==> config.mk <==
export PLATFORM = sky130hd
export DESIGN_NAME = ssr_ctrl
export DESIGN_NICKNAME = d
export VERILOG_FILES = /design/src/hw/rtl/ssr_pkg.sv /design/src/hw/rtl/ssr_ctrl.sv
export SDC_FILE = /design/constraint.sdc
export NUM_CORES = 1
export LEC_CHECK = 0
export ABC_AREA = 1
export BUFFER_PORTS_ARGS = -buffer_cell sky130_fd_sc_hd__buf_4
export CAP_MARGIN = 15
export CORE_AREA = 2 2 39 41
export CTS_CLUSTER_SIZE = 28
export DETAILED_ROUTE_END_ITERATION = 10
export DIE_AREA = 0 0 41 43
export SLEW_MARGIN = 20
export SYNTH_ARGS = -nofsm -noshare
export SYNTH_HDL_FRONTEND = slang
export SYNTH_SLANG_ARGS = --single-unit
export TNS_END_PERCENT = 100
==> constraint.sdc <==
create_clock -name clock -period 1.2 [get_ports clock]
set_input_delay 0.12 -clock clock [delete_from_list [all_inputs] [get_ports clock]]
set_output_delay 0.12 -clock clock [all_outputs]
set_load 0.02 [all_outputs]
==> src/hw/rtl/ssr_pkg.sv <==
// ----------------------------------------------------------------------------
// Scoped symbol slot resolver package
// Request and status codes, default sizes, FSM states and the control
// structs exchanged between controller and datapath.
// ----------------------------------------------------------------------------
package ssr_pkg;

   localparam int ENTRIES_DEF     = 256;
   localparam int FRAMES_DEF      = 16;
   localparam int MAX_DEPTH_DEF   = 15;
   localparam int SYMBOL_BITS_DEF = 16;

   localparam int REQ_W    = 3;
   localparam int SLOT_W   = 8;
   localparam int COUNT_W  = 9;
   localparam int STATUS_W = 3;

   localparam logic [REQ_W-1:0] OP_ADD    = 3'd0;
   localparam logic [REQ_W-1:0] OP_OPEN   = 3'd1;
   localparam logic [REQ_W-1:0] OP_CLOSE  = 3'd2;
   localparam logic [REQ_W-1:0] OP_PUSH   = 3'd3;
   localparam logic [REQ_W-1:0] OP_POP    = 3'd4;
   localparam logic [REQ_W-1:0] OP_LOOKUP = 3'd5;

   localparam logic [STATUS_W-1:0] STAT_OK          = 3'd0;
   localparam logic [STATUS_W-1:0] STAT_STORE_FULL  = 3'd1;
   localparam logic [STATUS_W-1:0] STAT_STACK_FULL  = 3'd2;
   localparam logic [STATUS_W-1:0] STAT_DEPTH_LIMIT = 3'd3;
   localparam logic [STATUS_W-1:0] STAT_UNDERFLOW   = 3'd4;

   typedef enum logic [2:0] {
      S_IDLE,
      S_DECODE,
      S_TRIM,
      S_POP_LOAD,
      S_SCAN_LOC,
      S_SCAN_GLB,
      S_ADD_WRITE,
      S_RESPOND
   } state_type;

   typedef struct packed {
      logic                latch;
      logic                set_status;
      logic [STATUS_W-1:0] status_code;
      logic                open_scope;
      logic                trim_start;
      logic                push_frame;
      logic                pop_frame;
      logic                pop_load;
      logic                scan_start;
      logic                scan_global;
      logic                add_write;
   } cmd_type;

   typedef struct packed {
      logic [REQ_W-1:0] op;
      logic             depth_max;
      logic             depth_zero;
      logic             store_full;
      logic             stack_full;
      logic             top_zero;
      logic             scan_done;
      logic             trim_done;
      logic             local_hit;
   } stat_type;

endpackage

==> src/hw/rtl/ssr_ctrl.sv <==
// ----------------------------------------------------------------------------
// Scoped symbol slot resolver controller
// Sequences each request through decode, trim, frame restore, scans, the
// add write and the single result beat.
// ----------------------------------------------------------------------------
module ssr_ctrl (
   input  logic              clock,
   input  logic              reset,
   input  logic              start,
   output logic              busy,
   output logic              rsp_valid,
   input  ssr_pkg::stat_type stat,
   output ssr_pkg::cmd_type  cmd
);

   ssr_pkg::state_type state_ff, state_in;

   always_ff @(posedge clock) begin
      if (reset) begin
         state_ff <= ssr_pkg::S_IDLE;
      end else begin
         state_ff <= state_in;
      end
   end

   always_comb begin
      state_in = state_ff;
      unique case (state_ff)
         ssr_pkg::S_IDLE: begin
            if (start) state_in = ssr_pkg::S_DECODE;
         end
         ssr_pkg::S_DECODE: begin
            if (stat.op == ssr_pkg::OP_CLOSE && !stat.depth_zero) begin
               state_in = ssr_pkg::S_TRIM;
            end else if (stat.op == ssr_pkg::OP_POP && !stat.top_zero) begin
               state_in = ssr_pkg::S_POP_LOAD;
            end else begin
               state_in = ssr_pkg::S_SCAN_LOC;
            end
         end
         ssr_pkg::S_TRIM: begin
            if (stat.trim_done) state_in = ssr_pkg::S_SCAN_LOC;
         end
         ssr_pkg::S_POP_LOAD: begin
            state_in = ssr_pkg::S_SCAN_LOC;
         end
         ssr_pkg::S_SCAN_LOC: begin
            if (stat.scan_done) begin
               if (stat.op == ssr_pkg::OP_LOOKUP && !stat.local_hit && !stat.top_zero) begin
                  state_in = ssr_pkg::S_SCAN_GLB;
               end else if (stat.op == ssr_pkg::OP_ADD && !stat.store_full) begin
                  state_in = ssr_pkg::S_ADD_WRITE;
               end else begin
                  state_in = ssr_pkg::S_RESPOND;
               end
            end
         end
         ssr_pkg::S_SCAN_GLB: begin
            if (stat.scan_done) state_in = ssr_pkg::S_RESPOND;
         end
         ssr_pkg::S_ADD_WRITE: begin
            state_in = ssr_pkg::S_RESPOND;
         end
         ssr_pkg::S_RESPOND: begin
            state_in = ssr_pkg::S_IDLE;
         end
         default: begin
            state_in = ssr_pkg::S_IDLE;
         end
      endcase
   end

   always_comb begin
      cmd = '0;
      unique case (state_ff)
         ssr_pkg::S_IDLE: begin
            cmd.latch = start;
         end
         ssr_pkg::S_DECODE: begin
            cmd.scan_start = 1'b1;
            unique case (stat.op)
               ssr_pkg::OP_ADD: begin
                  if (stat.store_full) begin
                     cmd.set_status  = 1'b1;
                     cmd.status_code = ssr_pkg::STAT_STORE_FULL;
                  end
               end
               ssr_pkg::OP_OPEN: begin
                  if (stat.depth_max) begin
                     cmd.set_status  = 1'b1;
                     cmd.status_code = ssr_pkg::STAT_DEPTH_LIMIT;
                  end else begin
                     cmd.open_scope = 1'b1;
                  end
               end
               ssr_pkg::OP_CLOSE: begin
                  if (stat.depth_zero) begin
                     cmd.set_status  = 1'b1;
                     cmd.status_code = ssr_pkg::STAT_UNDERFLOW;
                  end else begin
                     cmd.trim_start = 1'b1;
                     cmd.scan_start = 1'b0;
                  end
               end
               ssr_pkg::OP_PUSH: begin
                  if (stat.stack_full) begin
                     cmd.set_status  = 1'b1;
                     cmd.status_code = ssr_pkg::STAT_STACK_FULL;
                  end else begin
                     cmd.push_frame = 1'b1;
                  end
               end
               ssr_pkg::OP_POP: begin
                  if (stat.top_zero) begin
                     cmd.set_status  = 1'b1;
                     cmd.status_code = ssr_pkg::STAT_UNDERFLOW;
                  end else begin
                     cmd.pop_frame  = 1'b1;
                     cmd.scan_start = 1'b0;
                  end
               end
               default: begin
               end
            endcase
         end
         ssr_pkg::S_TRIM: begin
            cmd.scan_start = stat.trim_done;
         end
         ssr_pkg::S_POP_LOAD: begin
            cmd.pop_load   = 1'b1;
            cmd.scan_start = 1'b1;
         end
         ssr_pkg::S_SCAN_LOC: begin
            if (stat.scan_done && stat.op == ssr_pkg::OP_LOOKUP && !stat.local_hit &&
                !stat.top_zero) begin
               cmd.scan_start  = 1'b1;
               cmd.scan_global = 1'b1;
            end
         end
         ssr_pkg::S_ADD_WRITE: begin
            cmd.add_write = 1'b1;
         end
         default: begin
         end
      endcase
   end

   assign busy      = (state_ff != ssr_pkg::S_IDLE);
   assign rsp_valid = (state_ff == ssr_pkg::S_RESPOND);

endmodule

# --- Word level (Yosys, flattened, before mapping) ---
# Cells that the tools add are included.
op_classes:
  eq_ne: 16
  muxes: 33
  n_reduce_logical: 16
ops:
  columns: ["cell", "count"]
  rows:
  - ["case mux 3 bit (8 select lines)", 1]
  - ["two-way mux 4 bit", 5]
  - ["case mux 4 bit (5 select lines)", 1]
  - ["== test 3 bit (second input constant)", 6]
  - ["two-way mux 3 bit", 6]
  - ["two-way mux 1 bit", 15]
  - ["== test 3 x 2 -> 1 bit (second input constant)", 4]
  - ["logical AND 1 bit", 8]
  - ["two-way mux 8 bit", 1]
  - ["inequality test 2 bit (second input constant)", 4]
  - ["== test 3 x 1 -> 1 bit (second input constant)", 2]
  - ["logical NOT 3 bit", 2]
  - ["logical NOT 1 bit", 4]
  - ["two-way mux 2 bit", 2]
  - ["case mux 1 bit (4 select lines)", 1]
  - ["AND reduction 4 bit", 1]
  - ["nonzero test 3 bit", 1]
  - ["case mux 1 bit (2 select lines)", 1]
word_totals:
  ff_bits: 3
  input_bits: 14
  out_inout_bits: 15
  elab_cells: 66

# --- Logic depth before layout (Yosys ltp) ---
# Gate-level depths: netlist of the first run.
depth:
  ltp_word: 6
  mapped_depth: 8
  depth_no_buf: 8

# --- Worst setup path after synthesis of the first run ---
# No wires, ideal clock.
synth_path:
  kind: "flip-flop to output port"
  startpoint: "reg state_ff[2]"
  endpoint: "out cmd[2] (netlist bit)"
  arrival_ns: 1.315
  t_required_ns: 1.080
  setup_slack_ns: -0.235
  path_stages_with_launch: 7
  path_buffers: 0
  cell_sequence: "dfxtp_1 inv_2 nor3_2 nand2_1 nor2_1 nor2_1 nand3_1"
synth_lines:
  columns: ["element", "line_no", "rtl"]
  rows:
  - ["start, declared", "ssr_ctrl.sv:16", "ssr_pkg::state_type state_ff, state_in;"]
  - ["start signal, assigned", "ssr_ctrl.sv:20", "state_ff <= ssr_pkg::S_IDLE;"]
  - ["start signal, assigned", "ssr_ctrl.sv:22", "state_ff <= state_in;"]
  - ["end, declared", "ssr_ctrl.sv:13", "output ssr_pkg::cmd_type cmd"]

==> flow_results.org, run 1 <==
** Die
- Placeable core area :: 1380 µm²
- 29 I/O pins were placed.
- DIE WIDTH :: 41 µm
- Row count :: 14
- The floorplan step defined a die boundary enclosing 1760 µm².
- Chip Height :: 43 µm
- Starting utilization of the core area :: 30.2%

** Setup path
- Kind of capture point of the worst setup path :: primary output
- Traced cell by cell, the critical path runs through nor3_4 > nand2_2 > nor2_4 > nor2_1 > nand3_1 > buf_6.
- Along the worst path, the maximum fanout reaches 3.
- The number of cells on the worst reg-to-reg path is 7.
- At the worst endpoint, the required time is 1080 ps.
- STA classifies the critical path startpoint as a register.
- Among cell families on the critical path, the largest total delay comes from simple AND/OR/NAND/NOR gates.
- The worst setup path is of the reg -> out kind.
- The number of buffers and inverters on the critical path is 1.
- The endpoint identified for the worst register-to-register timing path is state_ff[2]$_SDFFE_PP0P_.
- Count of cell instances traversed by the critical path :: 6
- Critical path arrival :: 1230 ps
- The most critical setup path has its endpoint at cmd[2].
- In this run the critical register-to-register path is launched from state_ff[1]$_SDFFE_PP0P_.
- Slowest cell on the critical path :: sky130_fd_sc_hd__dfxtp_2
- Setup slack on the worst reg-to-reg path comes out at -30 ps.
- The largest single stage delay on the critical path is 350 ps.
- The most critical setup path has its startpoint at state_ff[0]$_SDFFE_PP0P_.

** Clocking
- Number of sinks handled by clock tree synthesis :: 3
- Number of buffers on the longest clock path :: 2
- Reg clk slew, reported paths :: 40 ps
- H-tree levels :: 1
- Number of hold buffers added after CTS :: 0
- TritonCTS built the clock tree.
- The cell sitting at the root of the clock tree is a sky130_fd_sc_hd__clkbuf_4.
- TritonCTS created 3 clock buffers.
- Clock insertion delay at the later pin of the skew report :: 230 ps

** Place
- Summing all placed instances gives a cell area of 684 µm².
- Port Buf Inserts :: 28
- At the end of routability-driven placement, the weighted congestion stood at 0.851.
- Once placement completed, the tool counted placed cells totaling 127.
- After legalization and detailed placement, the total HPWL measured 1100 µm.

** Final layout
- state_ff holds more flip-flops than any other register.
- Largest register FFs :: 3
- Largest registers :: state_ff x3
- In the final layout, the multi-input gates occupy 349 µm².
- The finished cells cover 787 µm².
- Storage cell area :: 68.8 µm²
- Excluding fillers, the count of instances in the completed layout stands at 134.
- Compared with the post-synthesis result, the final layout area differs by 88.3%.
- Number of diodes :: 0
- Net count reported at finish :: 133
- Proportion of layout cells with a drive suffix above 1 :: 48.3%
- Total of fill cells in the finished design :: 143

** Timing
- Period minus WS final :: 1350 ps
- Dividing the final minimum period by the clock period gives 112%.
- Fmax :: 0.742 GHz
- Fin Clk Skew :: 1.36 ps
- Setup ws final :: -148 ps
- For the pin with the worst max-slew slack, the measured transition is 268 ps.
- The number of hold violations in the final report came to 0.
- Unrepaired setup endpoints after global routing :: yes
- In this run the tightest slew margin relative to its limit is 82.0%.
- The count of final max-slew check failures came to 0.
- Number of endpoints failing setup at the final stage :: 16

** Logic synthesis
- Averaged over all synthesized cells, the footprint is 5.16 µm².
- The biggest area contributor in the post-synthesis netlist is sky130_fd_sc_hd__nor2_1.
- Synth top cells by count :: sky130_fd_sc_hd__nor2_1, sky130_fd_sc_hd__nand2_1, sky130_fd_sc_hd__nand3_1, sky130_fd_sc_hd__inv_1, sky130_fd_sc_hd__a21oi_1
- Sequential cells were found to cover 14.4% of the synthesized design area.
- The synthesized netlist contains 15 unique library cells.
- Synthesis produced a netlist with a net count of 95.
- In this run, synthesis inferred 0 flip-flops with an integrated enable.
- Fraction of registers with async set/reset :: 0%
- The synthesized netlist occupies a cell area of 418 µm².
- For this run, the leading register cell type out of synthesis is sky130_fd_sc_hd__dfxtp_1.
- Summed over its instances, the top area cell type makes up 15.3% of the synthesized netlist area.
- Synthesis handed over a netlist of 81 instances.
- sky130_fd_sc_hd__nor2_1 is the most common cell in the netlist.
- The Yosys step of the flow raised 0 warnings.
- Flip-flop and latch count after synthesis :: 3
- In the post-synthesis netlist, the biggest area contributors are sky130_fd_sc_hd__nor2_1, sky130_fd_sc_hd__dfxtp_1, sky130_fd_sc_hd__nand3_1, sky130_fd_sc_hd__nand2_1, sky130_fd_sc_hd__inv_1.

** Detailed routing
- Dividing the detail-routed wire length by the instance count gives 10.3 µm.
- The detailed router finished its first iteration with 10 violations.
- The detail route stage leaves a number of antenna-violating nets equal to 0.
- After detailed routing, the number of remaining DRC violations is 0.
- Routed vias/inst :: 4.81
- Post-Route WL :: 1380 µm
- The routed layout has 644 vias.
- Initial DRT Pass Iterations :: 4

** Worst hold path
- Critical hold path startpoint :: reset
- Worst hold path type :: in -> reg

** Global routing
- Maximum number of pins on one net before global-route repair :: 8
- Combined global-route utilization of all metal layers :: 17.8%
- First-pass GRT wire length :: 2170 µm
- Global routing finished with a remaining overflow of 0.
- The initial antenna violation count is 0.
- The number of global-route vias before repair is 596.

** Power and ir drop
- In this run the static leakage power is 0.386 nW.
- Max VDD drop :: 0.620 mV
- Power spread over the standard cell area amounts to 975 nW/µm².

** Run status
- The run finished, with violations left.
- The checks that failed: setup timing.

** Flow run
- Reported max-cap violation count :: 0
## worst reg2reg max path: stages (launching register included)
cell and delay (ps):
sky130_fd_sc_hd__dfxtp_4 380, sky130_fd_sc_hd__inv_4 50, sky130_fd_sc_hd__buf_4 130, sky130_fd_sc_hd__nand3b_1 120, sky130_fd_sc_hd__nand3_1 140, sky130_fd_sc_hd__nor2_2 140, sky130_fd_sc_hd__nand2_1 70, sky130_fd_sc_hd__a21oi_1 120
## final cells by class
cell class / count / share of cell area [%]
well taps: 16 / 2.54
inverters: 15 / 8.11
repair buffers: 33 / 32.9
clock buffers: 4 / 3.34
flip-flops and latches: 3 / 8.74
multi-input cells: 63 / 44.4
## cells by family after synthesis
group / synth area share [%]
buf+inv: 13.5
compound gates: 12.6
flops: 14.4
simple gates: 59.6
## power breakdown
part,switching [mW],internal [mW],total (mW)
registers,0.0315,0.117,0.148
clock network,0.0512,0.125,0.176
logic,0.264,0.179,0.443
## through the flow
stage | worst slack (ps) | hold WS [ps] | total power [mW] | setup TNS (ps) | util (%)
2_1_floorplan | -22.4 | 182 | 0.391 | -22.4 | -
3_3_place_gp | 31.9 | 290 | 0.541 | 0 | 49.5
3_5_place_dp | 19.5 | 296 | 0.544 | 0 | 49.5
4_1_cts | -148 | 49.1 | 0.765 | -1430 | 56.4
5_1_grt | -255 | 53.0 | 0.832 | -2700 | 56.9
6_report | -148 | 52.3 | 0.767 | -1370 | 56.9
## per-layer routing
layer | wire length, µm | track usage (%) | up-vias
met2 | 760 | 34.1 | 23
met1 | 516 | 17.2 | 286
li1 | - | - | 333
met5 | 0 | 0 | -
met3 | 83 | 1.57 | 2
met4 | 17 | 8.00 | 0
## placed cells by master (no fill, tap or decap), drive strengths merged
cell	synthesis	routed
inv	15	15
nor2	19	19
nor3	5	5
nand2	16	16
nand3b	1	1
buf	0	33
clkbuf	0	4
a21oi	6	6
nand3	12	12
o21ai	3	3
a21o	1	1
dfxtp	3	3
## what timing repair did
| item | in CTS | in global routing |
|---|---|---|
| hold endpoints to repair | 0 | 0 |
| gates cloned | 0 | 0 |
| pin swaps | 2 | 2 |
| resized for setup | 14 | 2 |
| setup buffers | 3 | 0 |
| setup endpoints to repair | 16 | 18 |
## worst min path at each step
stage,end,slack (ps),depth (start not counted)
2_1_floorplan,state_ff[2]$_SDFFE_PP0P_,180,1
3_3_place_gp,state_ff[2]$_SDFFE_PP0P_,290,2
3_5_place_dp,state_ff[2]$_SDFFE_PP0P_,300,2
4_1_cts,state_ff[1]$_SDFFE_PP0P_,50,2
5_1_grt,state_ff[1]$_SDFFE_PP0P_,50,2
6_report,state_ff[1]$_SDFFE_PP0P_,50,2
Note: power is estimated with default switching activity, not from simulation.
==> run 2, diff against run 1 <==
--- a/config.mk
+++ b/config.mk
@@ -9,6 +9,7 @@
 export BUFFER_PORTS_ARGS = -buffer_cell sky130_fd_sc_hd__buf_4
 export CAP_MARGIN = 15
 export CORE_AREA = 2 2 39 41
+export CTS_BUF_LIST = sky130_fd_sc_hd__clkbuf_8
 export CTS_CLUSTER_SIZE = 28
 export DETAILED_ROUTE_END_ITERATION = 10
 export DIE_AREA = 0 0 41 43
==> run 2 against run 1 <==
Compared with the run above:
- the flow still finishes with violations (setup timing)
- non-clock buffer count is 1 higher
- setup slack gained 23 ps
- first-iteration DRC count rose by 20%
- flip-flop and latch count stayed put
- register-to-register slack better by 60 ps
- total power up 16%
- fmax increased by 1.7%
- critical path depth is the same
==> flow_results.org, run 2 (synthesized netlist as in run 1, its figures left out) <==
** Global routing
- The maximum number of pins on one net before global-route repair is 8 (unchanged).
- Number of antenna violations at the first check in global routing :: 0 (unchanged)
- The number of global-route vias before repair was 573 (-3.9%).
- First-pass GRT wire length :: 2110 µm (-2.5%)
- Grt total ovfl :: 0 (unchanged)
- Combined global-route utilization of all metal layers :: 17.6% (-0.20 points)

** Detailed routing
- Post-route DRC :: 0 (unchanged)
- The wire length per cell is 9.96 µm (-3.1%).
- Post-Route WL :: 1340 µm (-2.4%)
- Routed vias/inst :: 4.76 (-1.0%)
- The remaining antenna violation count was 0 (unchanged).
- Initial DRT Pass Iterations :: 4 (unchanged)
- The initial DRC count was 12 (+2).
- Via count :: 642 (-0.31%)

** Final layout
- The footprint of the multi-input gates is 354 µm² (+1.4%).
- In the final layout, the registers with the most flip-flops are state_ff x3.
- Most flops, register :: state_ff
- The flip-flop count of the largest register, all copies and words added is 3 (unchanged).
- The number of nets at the end of the flow came to 134 (+0.75%).
- The share of layout cells above drive strength 1 was 49.6% (+1.3 points).
- Post-Layout Cell Count :: 135 (+0.75%)
- The storage element area was 71.3 µm² (+3.6%).
- Leading cell type in the layout, fill and taps excluded :: sky130_fd_sc_hd__buf_4
- Highest-count cells in the layout ignoring fill and taps :: sky130_fd_sc_hd__buf_4, sky130_fd_sc_hd__nor2_1, sky130_fd_sc_hd__nand2_1
- Post-route cell area :: 818 µm² (+4.0%)
- Number of diodes :: 0 (unchanged)
- Utilization of the core after routing :: 59.1% (+2.3 points)
- Area added between synthesis and finish :: 95.8%
- The number of filler instances in the final layout was 143 (unchanged).

** Setup path
- The critical path is of the reg -> out type.
- Kind of capture point of the worst setup path :: primary output
- Crit-path max FO :: 4 (+1)
- Dominant cell type by count on the critical path :: sky130_fd_sc_hd__buf_6
- The internal reg-to-reg setup slack was 30 ps (+60 ps).
- Worst path cell trace :: inv_4 > buf_6 > nor3_4 > nor2_1 > nand3_1 > buf_6
- Delay of the slowest critical-path stage :: 380 ps (+30 ps)
- On the critical path, the stage with the largest delay is an instance of sky130_fd_sc_hd__dfxtp_4.
- Endpoint required time on the critical path :: 1080 ps (about the same)
- STA classifies the critical path startpoint as a register.
- The signal arrival time at the worst endpoint was 1210 ps (-20 ps).

** Power and ir drop
- Max VDD drop :: 0.897 mV (+45%)
- Power per cell area :: 1090 nW/µm² (+11%)
- The leakage power summed over all cells came to 0.411 nW (+6.4%).

** Flow run
- Reported max-cap violation count :: 0 (unchanged)

** Place
- Global placement routability congestion :: 0.851 (unchanged)
- HPWL reported at the end of detailed placement :: 1100 µm (unchanged)
- Number of placed cells counting well taps :: 127 (unchanged)
- Port Buf Inserts :: 28 (unchanged)
- The post-placement cell area is 684 µm² (unchanged).

** Run status
- Outcome :: complete, but fails checks
- Failing checks :: setup timing

** Worst hold path
- Worst hold path type :: in -> reg

** Clocking
- The number of clock buffers inserted by TritonCTS is 3 (unchanged).
- Clock insertion delay at the later pin of the skew report :: 220 ps (about the same)
- The tree is rooted in a sky130_fd_sc_hd__clkbuf_8.
- The largest buffer count on any clock path was 2 (unchanged).
- The clock sink total came to 3 (unchanged).
- H-tree levels :: 1 (unchanged)
- Reg clk slew, reported paths :: 30 ps (about the same)
- TritonCTS clock tree :: yes

** Timing
- Unrepaired setup endpoints after global routing :: yes
- Setup ws final :: -125 ps (+22.5 ps)
- The count of final max-slew check failures came to 0 (unchanged).
- The minimum hold slack is 63.5 ps (+11.2 ps).
- Hold violation count in the final report :: 0 (unchanged)
- Fin Clk Skew :: 2.73 ps (+1.36 ps)
- The final worst-path cycle share is 110% (-1.9 points).
- The minimum clock period is 1330 ps (-22.5 ps).
- The highest attainable clock frequency was 0.755 GHz (+1.7%).
- The pin slew with the least headroom to its limit came to 265 ps (-3.09 ps).
- Number of endpoints failing setup at the final stage :: 14 (-2)
- Headroom to the max-slew limit :: 82.2% (+0.21 points)

** Die
- The standard-cell row count came to 14 (unchanged).
- Chip Height :: 43 µm (unchanged)
- The area inside the core boundary was 1380 µm² (unchanged).
- The starting density of the core was 30.2% (unchanged).
- Boundary Pins :: 29 (unchanged)
- The x dimension of the die came to 41 µm (unchanged).
- Die Outline Area :: 1760 µm² (unchanged)
## run 2: power breakdown
part | internal (mW) | switching [mW] | total (mW)
Clock | 0.218 | 0.0715 | 0.290
Sequential | 0.120 | 0.0246 | 0.144
Combinational | 0.186 | 0.269 | 0.455
## run 2: per-stage QoR
| stage | TNS, ps | total power, mW | setup WS, ps |
|---|---|---|---|
| after floorplan | -22.4 | 0.391 | -22.4 |
| after global placement | 0 | 0.541 | 31.9 |
| after detailed placement | 0 | 0.544 | 19.5 |
| after CTS | -1090 | 0.877 | -127 |
| after global routing | -2410 | 0.952 | -223 |
| final | -1110 | 0.889 | -125 |
## run 2: critical path, delay by kind of cell (launching register included)
kind	cells	cell delay, ps
DFF	1	380
and+or+nand+nor	3	330
buffers and inverters	3	280
## run 2: layer usage
layer  GRT usage, %  vias to the layer above  part of all wire (%)
li1               -                      336                     -
met1           17.5                      277                    37
met2           32.2                       27                    54
met3           1.57                        2                   7.3
met4           10.0                        0                   2.0
met5              0                        -                     0
## run 2: path summary, 6_finish.rpt
| kind | startpoint | to | cells past startpoint |
|---|---|---|---|
| max | state_ff[1]$_SDFFE_PP0P_ | cmd[2] | 6 |
| min | reset | state_ff[1]$_SDFFE_PP0P_ | 2 |
| min reg2reg | state_ff[1]$_SDFFE_PP0P_ | state_ff[1]$_SDFFE_PP0P_ | 4 |
| max reg2reg | state_ff[1]$_SDFFE_PP0P_ | state_ff[2]$_SDFFE_PP0P_ | 7 |
## run 2: final cells by class
type | count | area share, %
repair buffers | 34 | 32.6
clock buffers | 3 | 5.05
multi-input cells | 63 | 43.3
inverters | 15 | 7.49
clock inverters | 1 | 0.459
well taps | 16 | 2.45
flip-flops and latches | 3 | 8.72
## run 2: what timing repair did
item | in CTS | in global routing
resized for setup | 10 | 7
hold buffers | 0 | 0
buffers inserted | 3 | 1
setup endpoints to repair | 13 | 18
pin swaps | 0 | 2
hold endpoints to repair | 0 | 0
